===== src/rtl/lzwc_pkg.sv =====
`default_nettype none

package lzwc_pkg;

   // Printable alphabet handled by the compressor.
   localparam logic [7:0] FIRST_CHAR = 8'd32;
   localparam logic [7:0] LAST_CHAR  = 8'd122;

   // Number of implicit single-character codes.
   localparam int BASE_CODES = 91;

   // Character index width (c - FIRST_CHAR) and output code width.
   localparam int CH_W       = 7;
   localparam int CODE_OUT_W = 9;

   // Message tag stored with every hash slot; zero marks a cleared slot.
   localparam int EPOCH_W = 4;

   typedef struct packed {
      logic [7:0] character;
      logic       last;
   } req_type;

   typedef struct packed {
      logic [CODE_OUT_W-1:0] code;
      logic                  last_res;
      logic                  error;
   } rsp_type;

   typedef enum logic [2:0] {
      ST_CLEAR,
      ST_IDLE,
      ST_PROBE,
      ST_EMIT_A,
      ST_EMIT_B
   } state_type;

endpackage

`default_nettype wire


===== src/rtl/lzwc_rsp_queue.sv =====
`default_nettype none

// Two-entry response queue that decouples the dictionary engine from the
// response channel.
module lzwc_rsp_queue (
   input  wire logic              clock,
   input  wire logic              reset,
   input  wire logic              push_valid,
   input  wire lzwc_pkg::rsp_type push_data,
   output logic                   full,
   output logic                   rsp_valid,
   input  wire logic              rsp_ready,
   output lzwc_pkg::rsp_type      rsp_data
);

   lzwc_pkg::rsp_type slot_ff [2];
   logic              wr_ptr_ff, wr_ptr_in;
   logic              rd_ptr_ff, rd_ptr_in;
   logic [1:0]        cnt_ff, cnt_in;
   logic              do_push, do_pop;

   assign full      = (cnt_ff == 2'd2);
   assign rsp_valid = (cnt_ff != 2'd0);
   assign rsp_data  = slot_ff[rd_ptr_ff];
   assign do_push   = push_valid && !full;
   assign do_pop    = rsp_valid && rsp_ready;

   always_comb begin
      wr_ptr_in = do_push ? !wr_ptr_ff : wr_ptr_ff;
      rd_ptr_in = do_pop ? !rd_ptr_ff : rd_ptr_ff;
      cnt_in    = cnt_ff;
      if (do_push && !do_pop) begin
         cnt_in = cnt_ff + 2'd1;
      end else if (do_pop && !do_push) begin
         cnt_in = cnt_ff - 2'd1;
      end
   end

   always_ff @(posedge clock) begin
      if (reset) begin
         wr_ptr_ff <= 1'b0;
         rd_ptr_ff <= 1'b0;
         cnt_ff    <= 2'd0;
      end else begin
         wr_ptr_ff <= wr_ptr_in;
         rd_ptr_ff <= rd_ptr_in;
         cnt_ff    <= cnt_in;
      end
   end

   always_ff @(posedge clock) begin
      if (do_push) begin
         slot_ff[wr_ptr_ff] <= push_data;
      end
   end

endmodule

`default_nettype wire


===== config.mk =====
export PLATFORM = sky130hd
export DESIGN_NAME = lzwc_rsp_queue
export DESIGN_NICKNAME = d
export VERILOG_FILES = /design/src/rtl/lzwc_pkg.sv /design/src/rtl/lzwc_rsp_queue.sv
export SDC_FILE = /design/constraint.sdc
export NUM_CORES = 1
export LEC_CHECK = 0
export BUFFER_PORTS_ARGS = -buffer_cell sky130_fd_sc_hd__clkbuf_2
export CELL_PAD_IN_SITES_DETAIL_PLACEMENT = 1
export CELL_PAD_IN_SITES_GLOBAL_PLACEMENT = 1
export CORE_MARGIN = 2
export CORE_UTILIZATION = 35
export DETAILED_ROUTE_END_ITERATION = 16
export HOLD_SLACK_MARGIN = 0.06
export PLACE_DENSITY_LB_ADDON = 0.15
export SLEW_MARGIN = 20
export SYNTH_ARGS = -nofsm -noshare
export SYNTH_HDL_FRONTEND = slang
export SYNTH_SLANG_ARGS = --single-unit

===== constraint.sdc =====
create_clock -name clock -period 2 [get_ports clock]
set_input_delay 0.6 -clock clock [delete_from_list [all_inputs] [get_ports clock]]
set_output_delay 0.6 -clock clock [all_outputs]
set_load 0.05 [all_outputs]

=== Word level (Yosys, flattened, before mapping) ===
Memory sizes are Yosys's and may differ from the RTL's. A register that Yosys moved wholly into a read port is not among the register bits.
Index checks and enable logic that the tools add are counted.

* Add/subtract/negate cells: 2
* Equal/unequal tests: 1
* Mux-type cells: 6
* Reductions and logical operators: 11

{| class="wikitable"
|+ Operators by type and width
! kind !! count
|-
| 1-bit logical NOT || 5
|-
| 1-bit logical AND || 4
|-
| 1-bit two-way mux || 4
|-
| 2-bit two-way mux || 2
|-
| 2-bit nonzero test || 2
|-
| 2-bit by 1-bit adder with 2-bit output (second input constant) || 1
|-
| 2-bit == test (second input constant) || 1
|-
| 2-bit by 1-bit subtractor with 2-bit output (second input constant) || 1
|}

* Register bits: 4
* RAM bits: 22
* Bits of input ports: 15
* Output and inout bits: 13
* Memories: 1

{| class="wikitable"
|+ Memories
! name !! depth !! bits a word !! read ports !! clocked after memory_dff !! write ports !! line !! source
|-
| slot_ff || 2 || 11 || 1 || 1 || 1 || lzwc_rsp_queue.sv:16 || <nowiki>lzwc_pkg::rsp_type slot_ff [2];</nowiki>
|}

=== Longest topological paths before layout ===
Gate-level depths: netlist of the first run.

* Depth after elaboration: 7
* Depth in mapped cells: 6

=== Worst setup path after synthesis of the first run ===
No wires, ideal clock.

* Path type: reg2reg
* Start point: register cnt_ff[1]
* End point: register cnt_ff[1]
* Library setup time: 0.070 ns
* Arrival time: 1.741 ns
* Required time: 1.930 ns
* Path slack: 0.189 ns
* Stages on the path, launching flop included: 6
* Path buffers: 0
* Period minus slack after synthesis: 1.811 ns
* Cell sequence: dfxtp_1 nor2b_2 nor2_1 ha_1 or3_1 a21oi_1

* Cells in the longest elaborated chain, start to end: 6

{| class="wikitable"
|+ RTL lines
! what !! line !! source
|-
| start, declared || lzwc_rsp_queue.sv:19 || <nowiki>logic [1:0] cnt_ff, cnt_in;</nowiki>
|-
| start signal, assigned || lzwc_rsp_queue.sv:47 || <nowiki>cnt_ff <= cnt_in;</nowiki>
|-
| 2-bit == test * || lzwc_rsp_queue.sv:22 || <nowiki>assign full = (cnt_ff == 2'd2);</nowiki>
|-
| net full || lzwc_rsp_queue.sv:10 || <nowiki>output logic full,</nowiki>
|-
| 1-bit logical NOT * || lzwc_rsp_queue.sv:25 || <nowiki>assign do_push = push_valid && !full;</nowiki>
|-
| 1-bit logical AND * || lzwc_rsp_queue.sv:25 ||
|-
| 1-bit logical NOT || lzwc_rsp_queue.sv:34 || <nowiki>end else if (do_pop && !do_push) begin</nowiki>
|-
| 1-bit logical AND || lzwc_rsp_queue.sv:34 ||
|-
| 2-bit nonzero test (no source line) || n/a ||
|}

Mark *: on every way through the listed nets, which the timed path passes. The rest lies on a longest branch. The select of a mux whose other input is x is not followed.
A chain may end at the register's enable or synchronous reset.

==> results of run 1 <==
==> Yosys cell counts <==
library cell and instances:
edfxtp_1 22, buf_2 1, xor2_1 3, o21ai_0 3, a21oi_1 2, and2_1 1
dfxtp_1 5, or3_1 2, mux2_2 11, nor2_1 4, or2_2 1, nor2b_2 1
inv_1 2, ha_1 1
==> power breakdown <==
part	internal [mW]	switching [mW]
Combinational	0.341	0.540
Sequential	0.718	0.0490
Clock	0.0778	0.149
Total	1.14	0.738
==> how the worst min path moves through the flow <==
stage,end,startpoint,slack (ps),cells after the start
finish,slot_ff[1][9],push_data[9],470,1
global route,slot_ff[0][0],push_data[0],430,1
CTS,slot_ff[1][2],push_data[2],460,1
detailed placement,cnt_ff[1],cnt_ff[1],500,2
global placement,wr_ptr_ff,wr_ptr_ff,470,2
floorplan,wr_ptr_ff,wr_ptr_ff,450,2
==> cell type report <==
cell class / instances / area [um2] / share of cell area
inverters: 2 / 7.51 / 0.00568
clock buffers: 4 / 26.3 / 0.0199
well taps: 31 / 38.8 / 0.0293
flip-flops and latches: 27 / 764 / 0.578
repair buffers: 32 / 245 / 0.185
multi-input cells: 29 / 240 / 0.182
==> logic make-up (layout without fill, tap and decap cells) <==
family                   count (synthesis)  in the layout  share of synthesized area
AND/OR/NAND/NOR                          9              9                     0.0483
adder cells (fa/ha/maj)                  1              1                     0.0124
multiplexers                            11             11                      0.123
XOR/XNOR                                 3              3                     0.0260
AO/OA/AOI/OAI                            5              5                     0.0248
flip-flops                              27             27                      0.753
buffers and inverters                    3             38                     0.0124
==> layer usage <==
layer	vias to the layer above	GRT usage	share of wire
li1	289	-	-
met1	299	0.159	0.40
met2	15	0.196	0.54
met3	2	0.0357	0.049
met4	0	0.0498	0.011
met5	-	0	0
==> sequential cells by signal, summed over array words and instances, names as in the netlist, named ones only <==
signal     cells
wr_ptr_ff      1
rd_ptr_ff      1
slot_ff       22
cnt_ff         2
==> repair_timing <==
item,CTS,global route
gates resized for setup,12,18
hold endpoints to repair,0,0
gates cloned,0,0
setup endpoints to repair,9,9
==> results.md, run 1 <==
* Status: completed
* # setup viols final at 0
* Drt pass-1 iters at 4
* Critical-path top delay cell: dfxtp_4
* CTS tree: yes
* Clock transition at the registers of the reported paths at approximately 140 ps
* DP Wirelength at 1.33 mm
* Layout Nets at ~110
* Clock Sinks at 27
* CTS Root Cell: clkbuf_4
* First-pass GRT wire length at a little under 3 mm
* Crit path max fanout at 9
* Clock Tree Buf Depth at 2
* Max-cap viol count at 0
* Setup TNS Final at 0 ps
* Initial DRC Count at 11
* Clk_skew at roughly 7.4 ps
* Core region area at ~0.0028 mm2
* Startpoint Class: flop
* Post-CTS setup buffer count at 0
* CTS Buf Count at 3
* GRT overflow at 0
* Placed Cells at 121
* Crit path DAT at 1340 ps
* Worst Hold Class: input port to flop
* WHS at about 470 ps
* Critical R2R Capture: cnt_ff[1]
* Total power draw at between 1.5 and 2 mW
* RSZ-0062 raised after global routing: yes
* Reg2Reg Depth at 4
* Layout cell share with drive strength beyond 1 at 0.521
* Commonest non-fill, non-tap cell in the layout: edfxtp_1
* Synth top area share at 0.654
* Post-route ant nets at 0
* DRC at 0
* Register area share after synthesis at 0.753
* CP Class: flop to output port
* DR vias/cell at about 4.8
* Syn_area_per_cell at 17.1 um2
* Crit path time final at about 1900 ps
* Diodes inserted at 0
* CTS H-tree depth at 1
* Leakage at ~0.53 nW
* Initial Util at 0.366
* Pre-CTS setup slack at about 240 ps
* Reg2reg start: cnt_ff[0]
* Site row count at 19
* Die width at just under 60 um
* Tot GR Track Use at 0.124
* Post-synth cell types at 14
* Fin area at around 0.0013 mm2
* Layout fillers at between 200 and 300
* Max Clock Freq at about 0.52 GHz
* Number of global-route vias before repair at around 670
* Via count at between 600 and 700
* Syn Inst Count at between 50 and 60
* Io pins at 28
* Critical Path End Type: output port
* Relative slew slack at 0.794
* Full die area at around 0.0033 mm2
* Pins Over Slew Limit at 0
* Layout Cells excl Fill at ~130
* CTS Hold Bufs at 0
* Cell Pwr Density at 1420 mW/mm2
* Final Util at 0.480
* Post-synthesis register bit count at 27
* CP cell instances: buf_12, mux2_2, buf_6
* Pin count of the biggest net entering global routing at 15
* Hold Fails Final Rpt at 0
* CP Depth at 3
* Post-Syn Area at approximately 0.0010 mm2
* Synth area leaders: edfxtp_1 65%, mux2_2 12%, dfxtp_1 9.9%, xor2_1 2.6%, o21ai_0 1.5%
* Worst R2R Setup Slack at approximately 460 ps
* Slew at the pin closest to its max-slew limit at 306 ps
* GP Congestion at between 0.6 and 0.7
* Crit path max-delay family: flip-flops
* Tcrit/Tclk final at 0.969
* Area Growth Syn to Fin at 31.0%
* Syn_nets at between 70 and 80
* Timing endpoint of the critical path: rsp_data[6]
* Placed Area at around 0.0012 mm2
* Worst Slack Setup Final at 61.9 ps
* Area leader, netlist: edfxtp_1
* WP buf/inv at 2
* Final WL at 1.77 mm
* Synth warn at 0
* Required @ worst endpoint at 1400 ps
* Crit-path max cell delay at about 400 ps
* Worst VDD drop at around 0.8 mV
* Clock latency on the worst-skew pair at around 310 ps
* Most frequent cells in the layout: 22 x edfxtp_1, 18 x clkbuf_2, 10 x mux2_2
* Initial antenna violation count at 0
* Height of the die at between 50 and 60 um
* Quantity of I/O buffers inserted on ports at 27
* Routed WL per cell at 14.2 um
No activity file was read; power rests on OpenSTA's default activity.
==> run 2, diff against run 1 <==
--- a/config.mk
+++ b/config.mk
@@ -5,7 +5,8 @@
 export SDC_FILE = /design/constraint.sdc
 export NUM_CORES = 1
 export LEC_CHECK = 0
-export BUFFER_PORTS_ARGS = -buffer_cell sky130_fd_sc_hd__clkbuf_2
+export ABC_AREA = 1
+export BUFFER_PORTS_ARGS = -buffer_cell sky130_fd_sc_hd__buf_2
 export CELL_PAD_IN_SITES_DETAIL_PLACEMENT = 1
 export CELL_PAD_IN_SITES_GLOBAL_PLACEMENT = 1
 export CORE_MARGIN = 2
==> constraint.sdc (replaced) <==
create_clock -name clock -period 2 [get_ports clock]
set_input_delay 0.2 -clock clock [delete_from_list [all_inputs] [get_ports clock]]
set_output_delay 0.2 -clock clock [all_outputs]
set_load 0.05 [all_outputs]
==> results.md, run 2 <==
* Synth area leaders: edfxtp_1 61%, mux2_4 14%, dfxtp_1 9.2%, nor2_1 2.8%, inv_1 1.7%
* Clock transition at the registers of the reported paths at roughly 140 ps
* Height of the die at slightly below 60 um
* Combinational share of power at 0.445
* Clock Sinks at 27
* Pins Over Slew Limit at 0
* Top reg by flops: slot_ff
* Most frequent cells in the layout: 27 x buf_2, 22 x edfxtp_1, 10 x mux2_4
* Worst VDD drop at 0.535 mV
* Tot GR Track Use at 0.118
* DP Wirelength at approximately 1.4 mm
* RSZ-0062 raised after global routing: no
* Worst R2R Setup Slack at slightly below 600 ps
* Core region area at around 0.003 mm2
* Post-synthesis register bit count at 27
* P_int at roughly 1.0 mW
* Register area share after synthesis at 0.703
* Startpoint Class: flop
* Layout Cells excl Fill at 146
* Slew at the pin closest to its max-slew limit at ~420 ps
* Relative slew slack at 0.720
* CTS Buf Count at 3
* CP Class: flop to output port
* Post-synth top flop: edfxtp_1
* Via count at about 680
* Die width at approximately 60 um
* Top-count cell post-synth: edfxtp_1
* Sw Share at 0.411
* First-pass GRT wire length at around 3.0 mm
* Area leader, netlist: edfxtp_1
* GRT overflow at 0
* Post-synth cell types at 16
* Initial antenna violation count at 0
* Required @ worst endpoint at between 1500 and 2000 ps
* Cell Pwr Density at approximately 1300 mW/mm2
* Crit path max fanout at 9
* Synth top area share at 0.610
* Post-route ant nets at 0
* CTS tree: yes
* Area Growth Syn to Fin at 28.2%
* Leakage at 0.590 nW
* Placed Cells at around 130
* Layout cell share with drive strength beyond 1 at 0.451
* Clk_skew at 3.60 ps
* DRC at 0
* CTS Root Cell: clkbuf_4
* Commonest cells post-synth: 22 x edfxtp_1, 10 x mux2_4, 8 x nor2_1
* Full die area at 0.00355 mm2
* Syn_area_per_cell at 15.2 um2
* Initial DRC Count at 12
* Ys async rst share at 0
* Routed WL per cell at about 13 um
* Crit path time final at 1690 ps
* Critical Path End Type: output port
* CTS H-tree depth at 1
* Post-Syn Area at ~0.0011 mm2
* Quantity of I/O buffers inserted on ports at 27
* GP Congestion at ~0.67
* Flop pwr share at 0.428
* NetSw at approximately 0.73 mW
* Worst Hold Class: input port to flop
* Max-cap viol count at 0
* Crit path DAT at 1490 ps
* Hold Fails Final Rpt at 0
* Final WL at ~2.0 mm
* Initial Util at 0.360
* Synth warn at 0
* Max Clock Freq at approximately 0.59 GHz
* Clock Tree Buf Depth at 2
* Status: completed
* DR vias/cell at between 4 and 5
* Diodes inserted at 0
* Syn Inst Count at ~70
* Number of synthesized flops with an enable pin at 22
* Layout Nets at 130
* # setup viols final at 0
* Max reg flops at 22
* Site row count at 20
* Number of global-route vias before repair at ~700
* Drt pass-1 iters at 2
* Commonest non-fill, non-tap cell in the layout: buf_2
* Pin count of the biggest net entering global routing at 16
* Largest regs: slot_ff: 22 flops, cnt_ff: 2 flops
* Io pins at 28
* Clock network fraction of total power at 0.127
* Syn_nets at between 80 and 90
* Post_cts resized at 0
* Clock latency on the worst-skew pair at approximately 310 ps
* Tcrit/Tclk final at 0.844
* Layout fillers at between 300 and 400
* Setup TNS Final at 0 ps
run 2: cell types whose count changed after synthesis, moves of 3 or more:
| cell | change |
|---|---|
| inv_1 | +3 |
| inv_2 | +3 |
| mux2_2 | -10 |
| mux2_4 | +10 |
| nand2_1 | +5 |
| nor2_1 | +4 |
| xor2_1 | -3 |
run 2: metal layers:
metal / part of all wire / vias up / global-route usage
met5: 0 / - / 0
met2: 0.53 / 15 / 0.217
li1: - / 333 / -
met1: 0.42 / 325 / 0.132
met3: 0.034 / 2 / 0.0262
met4: 0.0097 / 0 / 0.0476
run 2: repair_timing:
action / CTS / global route
hold endpoints to repair: 8 / 10
hold buffers: 4 / 5
buffers inserted: 0 / 0
run 2: power by group through the flow:
| stage | Sequential [mW] | Combinational [mW] | Clock, mW |
|---|---|---|---|
| 2_1_floorplan | 0.761 | 0.636 | 0 |
| 3_3_place_gp | 0.770 | 0.775 | 0 |
| 3_5_place_dp | 0.776 | 0.783 | 0 |
| 4_1_cts | 0.762 | 0.792 | 0.240 |
| 5_1_grt | 0.774 | 0.849 | 0.259 |
| 6_report | 0.759 | 0.790 | 0.225 |
run 2: metrics by stage:
stage / power [mW] / hold WS, ps / utilization / cell area, um2 / setup slack, ps
final: 1.77 / 76.2 / 0.462 / 1390 / 312
after global routing: 1.88 / 61.5 / 0.462 / 1390 / 230
after CTS: 1.79 / 61.0 / 0.445 / 1340 / 287
after detailed placement: 1.56 / 396 / 0.423 / 1270 / 576
after global placement: 1.54 / 393 / 0.423 / 1270 / 659
after floorplan: 1.40 / 299 / - / 1080 / 555
run 2: kinds of logic (layout without fill, tap and decap cells):
logic type,Yosys count,count (layout),share of synthesized area
AO/OA/AOI/OAI,5,5,0.0266
adder cells (fa/ha/maj),1,1,0.0116
buffers and inverters,9,51,0.0382
flip-flops,27,27,0.703
multiplexers,11,11,0.149
AND/OR/NAND/NOR,18,18,0.0717
run 2: final timing paths:
check,from,to,cells past startpoint
worst max-delay path,flop,rsp_data[8],3
worst min-delay path,push_data[10],slot_ff[1][10],1
worst max register to register,cnt_ff[0],slot_ff[0][1],3
worst min register to register,rd_ptr_ff,rd_ptr_ff,2
run 2: critical path: stages (launching register included):
cell,delay (ps)
dfxtp_1,410
buf_4,240
mux2_4,310
buf_2,210
run 2: layout make-up:
type / instances / area [um2] / share of cell area
Clock inverter: 1 / 5.00 / 0.00361
Multi-Input combinational cell: 35 / 280 / 0.202
Inverter: 8 / 30.0 / 0.0216
Tap cell: 33 / 41.3 / 0.0298
Clock buffer: 3 / 22.5 / 0.0162
Sequential cell: 27 / 761 / 0.548
Timing Repair Buffer: 39 / 248 / 0.179
==> run 3, diff against run 2 <==
==> constraint.sdc (replaced) <==
create_clock -name clock -period 1.4 [get_ports clock]
set_input_delay 0.14 -clock clock [delete_from_list [all_inputs] [get_ports clock]]
set_output_delay 0.14 -clock clock [all_outputs]
set_load 0.05 [all_outputs]
==> results.md, run 3 (synthesis results as in run 2) <==
* DRC at 0
* Quantity of I/O buffers inserted on ports at 27
* Worst Hold Class: input port to flop
* Clk_skew at about 4.2 ps
* P_int at 1.72 mW
* Tot GR Track Use at 0.137
* Crit path max-delay family: flip-flops
* Worst Slack Setup Final at -46.2 ps
* Status: finished with violations
* RSZ-0062 raised after global routing: yes
* Hold Fails Final Rpt at 0
* Critical Path End Type: output port
* Setup TNS Final at -392 ps
* Leakage at roughly 0.66 nW
* CP Depth at 3
* Clock network fraction of total power at 0.116
* Io pins at 28
* Slew at the pin closest to its max-slew limit at approximately 250 ps
* Clock latency on the worst-skew pair at between 300 and 400 ps
* Clock transition at the registers of the reported paths at between 100 and 150 ps
* Clock Sinks at 27
* Crit path DAT at between 1000 and 1500 ps
* Cell Pwr Density at about 1800 mW/mm2
* Flop pwr share at 0.387
* Timing endpoint of the critical path: rsp_data[0]
* Crit path time final at 1450 ps
* Placed Area at about 0.0013 mm2
* Startpoint Class: flop
* Sw Share at 0.396
* Max-cap viol count at 0
* Final Util at 0.523
* NetSw at roughly 1.1 mW
* Diodes inserted at 0
* Worst R2R Setup Slack at roughly 60 ps
* Largest regs: slot_ff: 22 flops, cnt_ff: 2 flops
* Commonest non-fill, non-tap cell in the layout: edfxtp_1
* Final WL at between 2 and 2.5 mm
* WP buf/inv at 2
* Clock Tree Buf Depth at 2
* Pin count of the biggest net entering global routing at 15
* Reg2Reg Depth at 8
* DP Wirelength at 1.46 mm
* Crit-path max cell delay at 370 ps
* Failing checks: setup timing
* DR vias/cell at between 4 and 5
* Layout Nets at around 140
* Combinational share of power at 0.497
* First-pass GRT wire length at between 3 and 4 mm
* Number of global-route vias before repair at roughly 730
* Initial antenna violation count at 0
* Routed WL per cell at 13.5 um
* CP Class: flop to output port
* CTS tree: yes
* Required @ worst endpoint at between 1000 and 1500 ps
* CP cell instances: buf_4, mux2_2, buf_6
* Fin area at 0.00157 mm2
* CTS Buf Count at 3
* Pins Over Slew Limit at 0
* # setup viols final at 11
* Initial DRC Count at 12
* Site row count at 20
* Crit path max fanout at 3
* Pre-CTS setup slack at -18.4 ps
* Layout cell share with drive strength beyond 1 at 0.508
* Critical-path top delay cell: dfxtp_2
* Max reg flops at 22
* Critical R2R Capture: cnt_ff[1]
* Via count at 712
* Tcrit/Tclk final at 1.03
* Height of the die at 59.6 um
* Full die area at roughly 0.0036 mm2
* CTS H-tree depth at 1
* GRT overflow at 0
* Post-route ant nets at 0
* Top reg by flops: slot_ff
* Worst VDD drop at 0.795 mV
* Area Growth Syn to Fin at 45.0%
* Max Clock Freq at slightly below 0.7 GHz
* Initial Util at 0.360
* WHS at about 110 ps
* Reg2reg start: cnt_ff[1]
* Core region area at between 0.003 and 0.004 mm2
* Most frequent cells in the layout: 22 x edfxtp_1, 16 x buf_2, 11 x dlygate4sd3_1, 11 x buf_6, 10 x mux2_4
* GP Congestion at between 0.6 and 0.7
* CTS Root Cell: clkbuf_4
* Drt pass-1 iters at 4
* Die width at slightly below 60 um
* Relative slew slack at 0.835
## run 3: through the flow
step	power, mW	instances
floorplan	2.01	71
global placement	2.26	138
detailed placement	2.29	138
CTS	2.81	153
global route	3.00	155
finish	2.85	155
## run 3: timing repair
| item | 4_1_cts | 5_1_grt |
|---|---|---|
| cloned | 0 | 0 |
| pin swaps | 0 | 2 |
| hold buffers | 11 | 0 |
| buffers inserted | 0 | 2 |
| endpoints found under the setup margin | 12 | 12 |
| resized for setup | 28 | 3 |
| endpoints found under the hold margin | 22 | 0 |
## run 3: how the worst min path moves through the flow
stage / cells past startpoint / from / end
floorplan: 0 / push_data[0] / slot_ff[0][0]
global placement: 1 / push_data[1] / slot_ff[1][1]
detailed placement: 1 / push_data[9] / slot_ff[1][9]
CTS: 4 / reset / cnt_ff[1]
global route: 4 / reset / cnt_ff[1]
finish: 4 / reset / cnt_ff[0]
## run 3: power by group through the flow
stage	logic, mW	clock network, mW	registers, mW
after detailed placement	1.19	0	1.10
after global routing	1.51	0.376	1.11
final	1.41	0.331	1.10
after CTS	1.37	0.349	1.10
after floorplan	0.925	0	1.09
after global placement	1.17	0	1.09
## run 3: final cells by class
| type | count | area, um2 |
|---|---|---|
| flip-flops and latches | 27 | 767 |
| well taps | 33 | 41.3 |
| inverters | 8 | 30.0 |
| repair buffers | 48 | 397 |
| multi-input cells | 35 | 308 |
| fillers | 298 | 1430 |
| clock buffers | 4 | 26.3 |
## run 3: worst min-delay path: stages
cell and delay, ps:
buf_2 80, inv_1 60, o21ai_0 80, a21oi_1 50
## run 3: metal layers
layer	part of all wire	wire length [um]	global-route usage	up-vias
li1	-	-	-	350
met1	0.41	861	0.153	340
met2	0.53	1120	0.234	18
met3	0.032	68	0.0262	4
met4	0.024	51	0.0952	0
met5	0	0	0	-
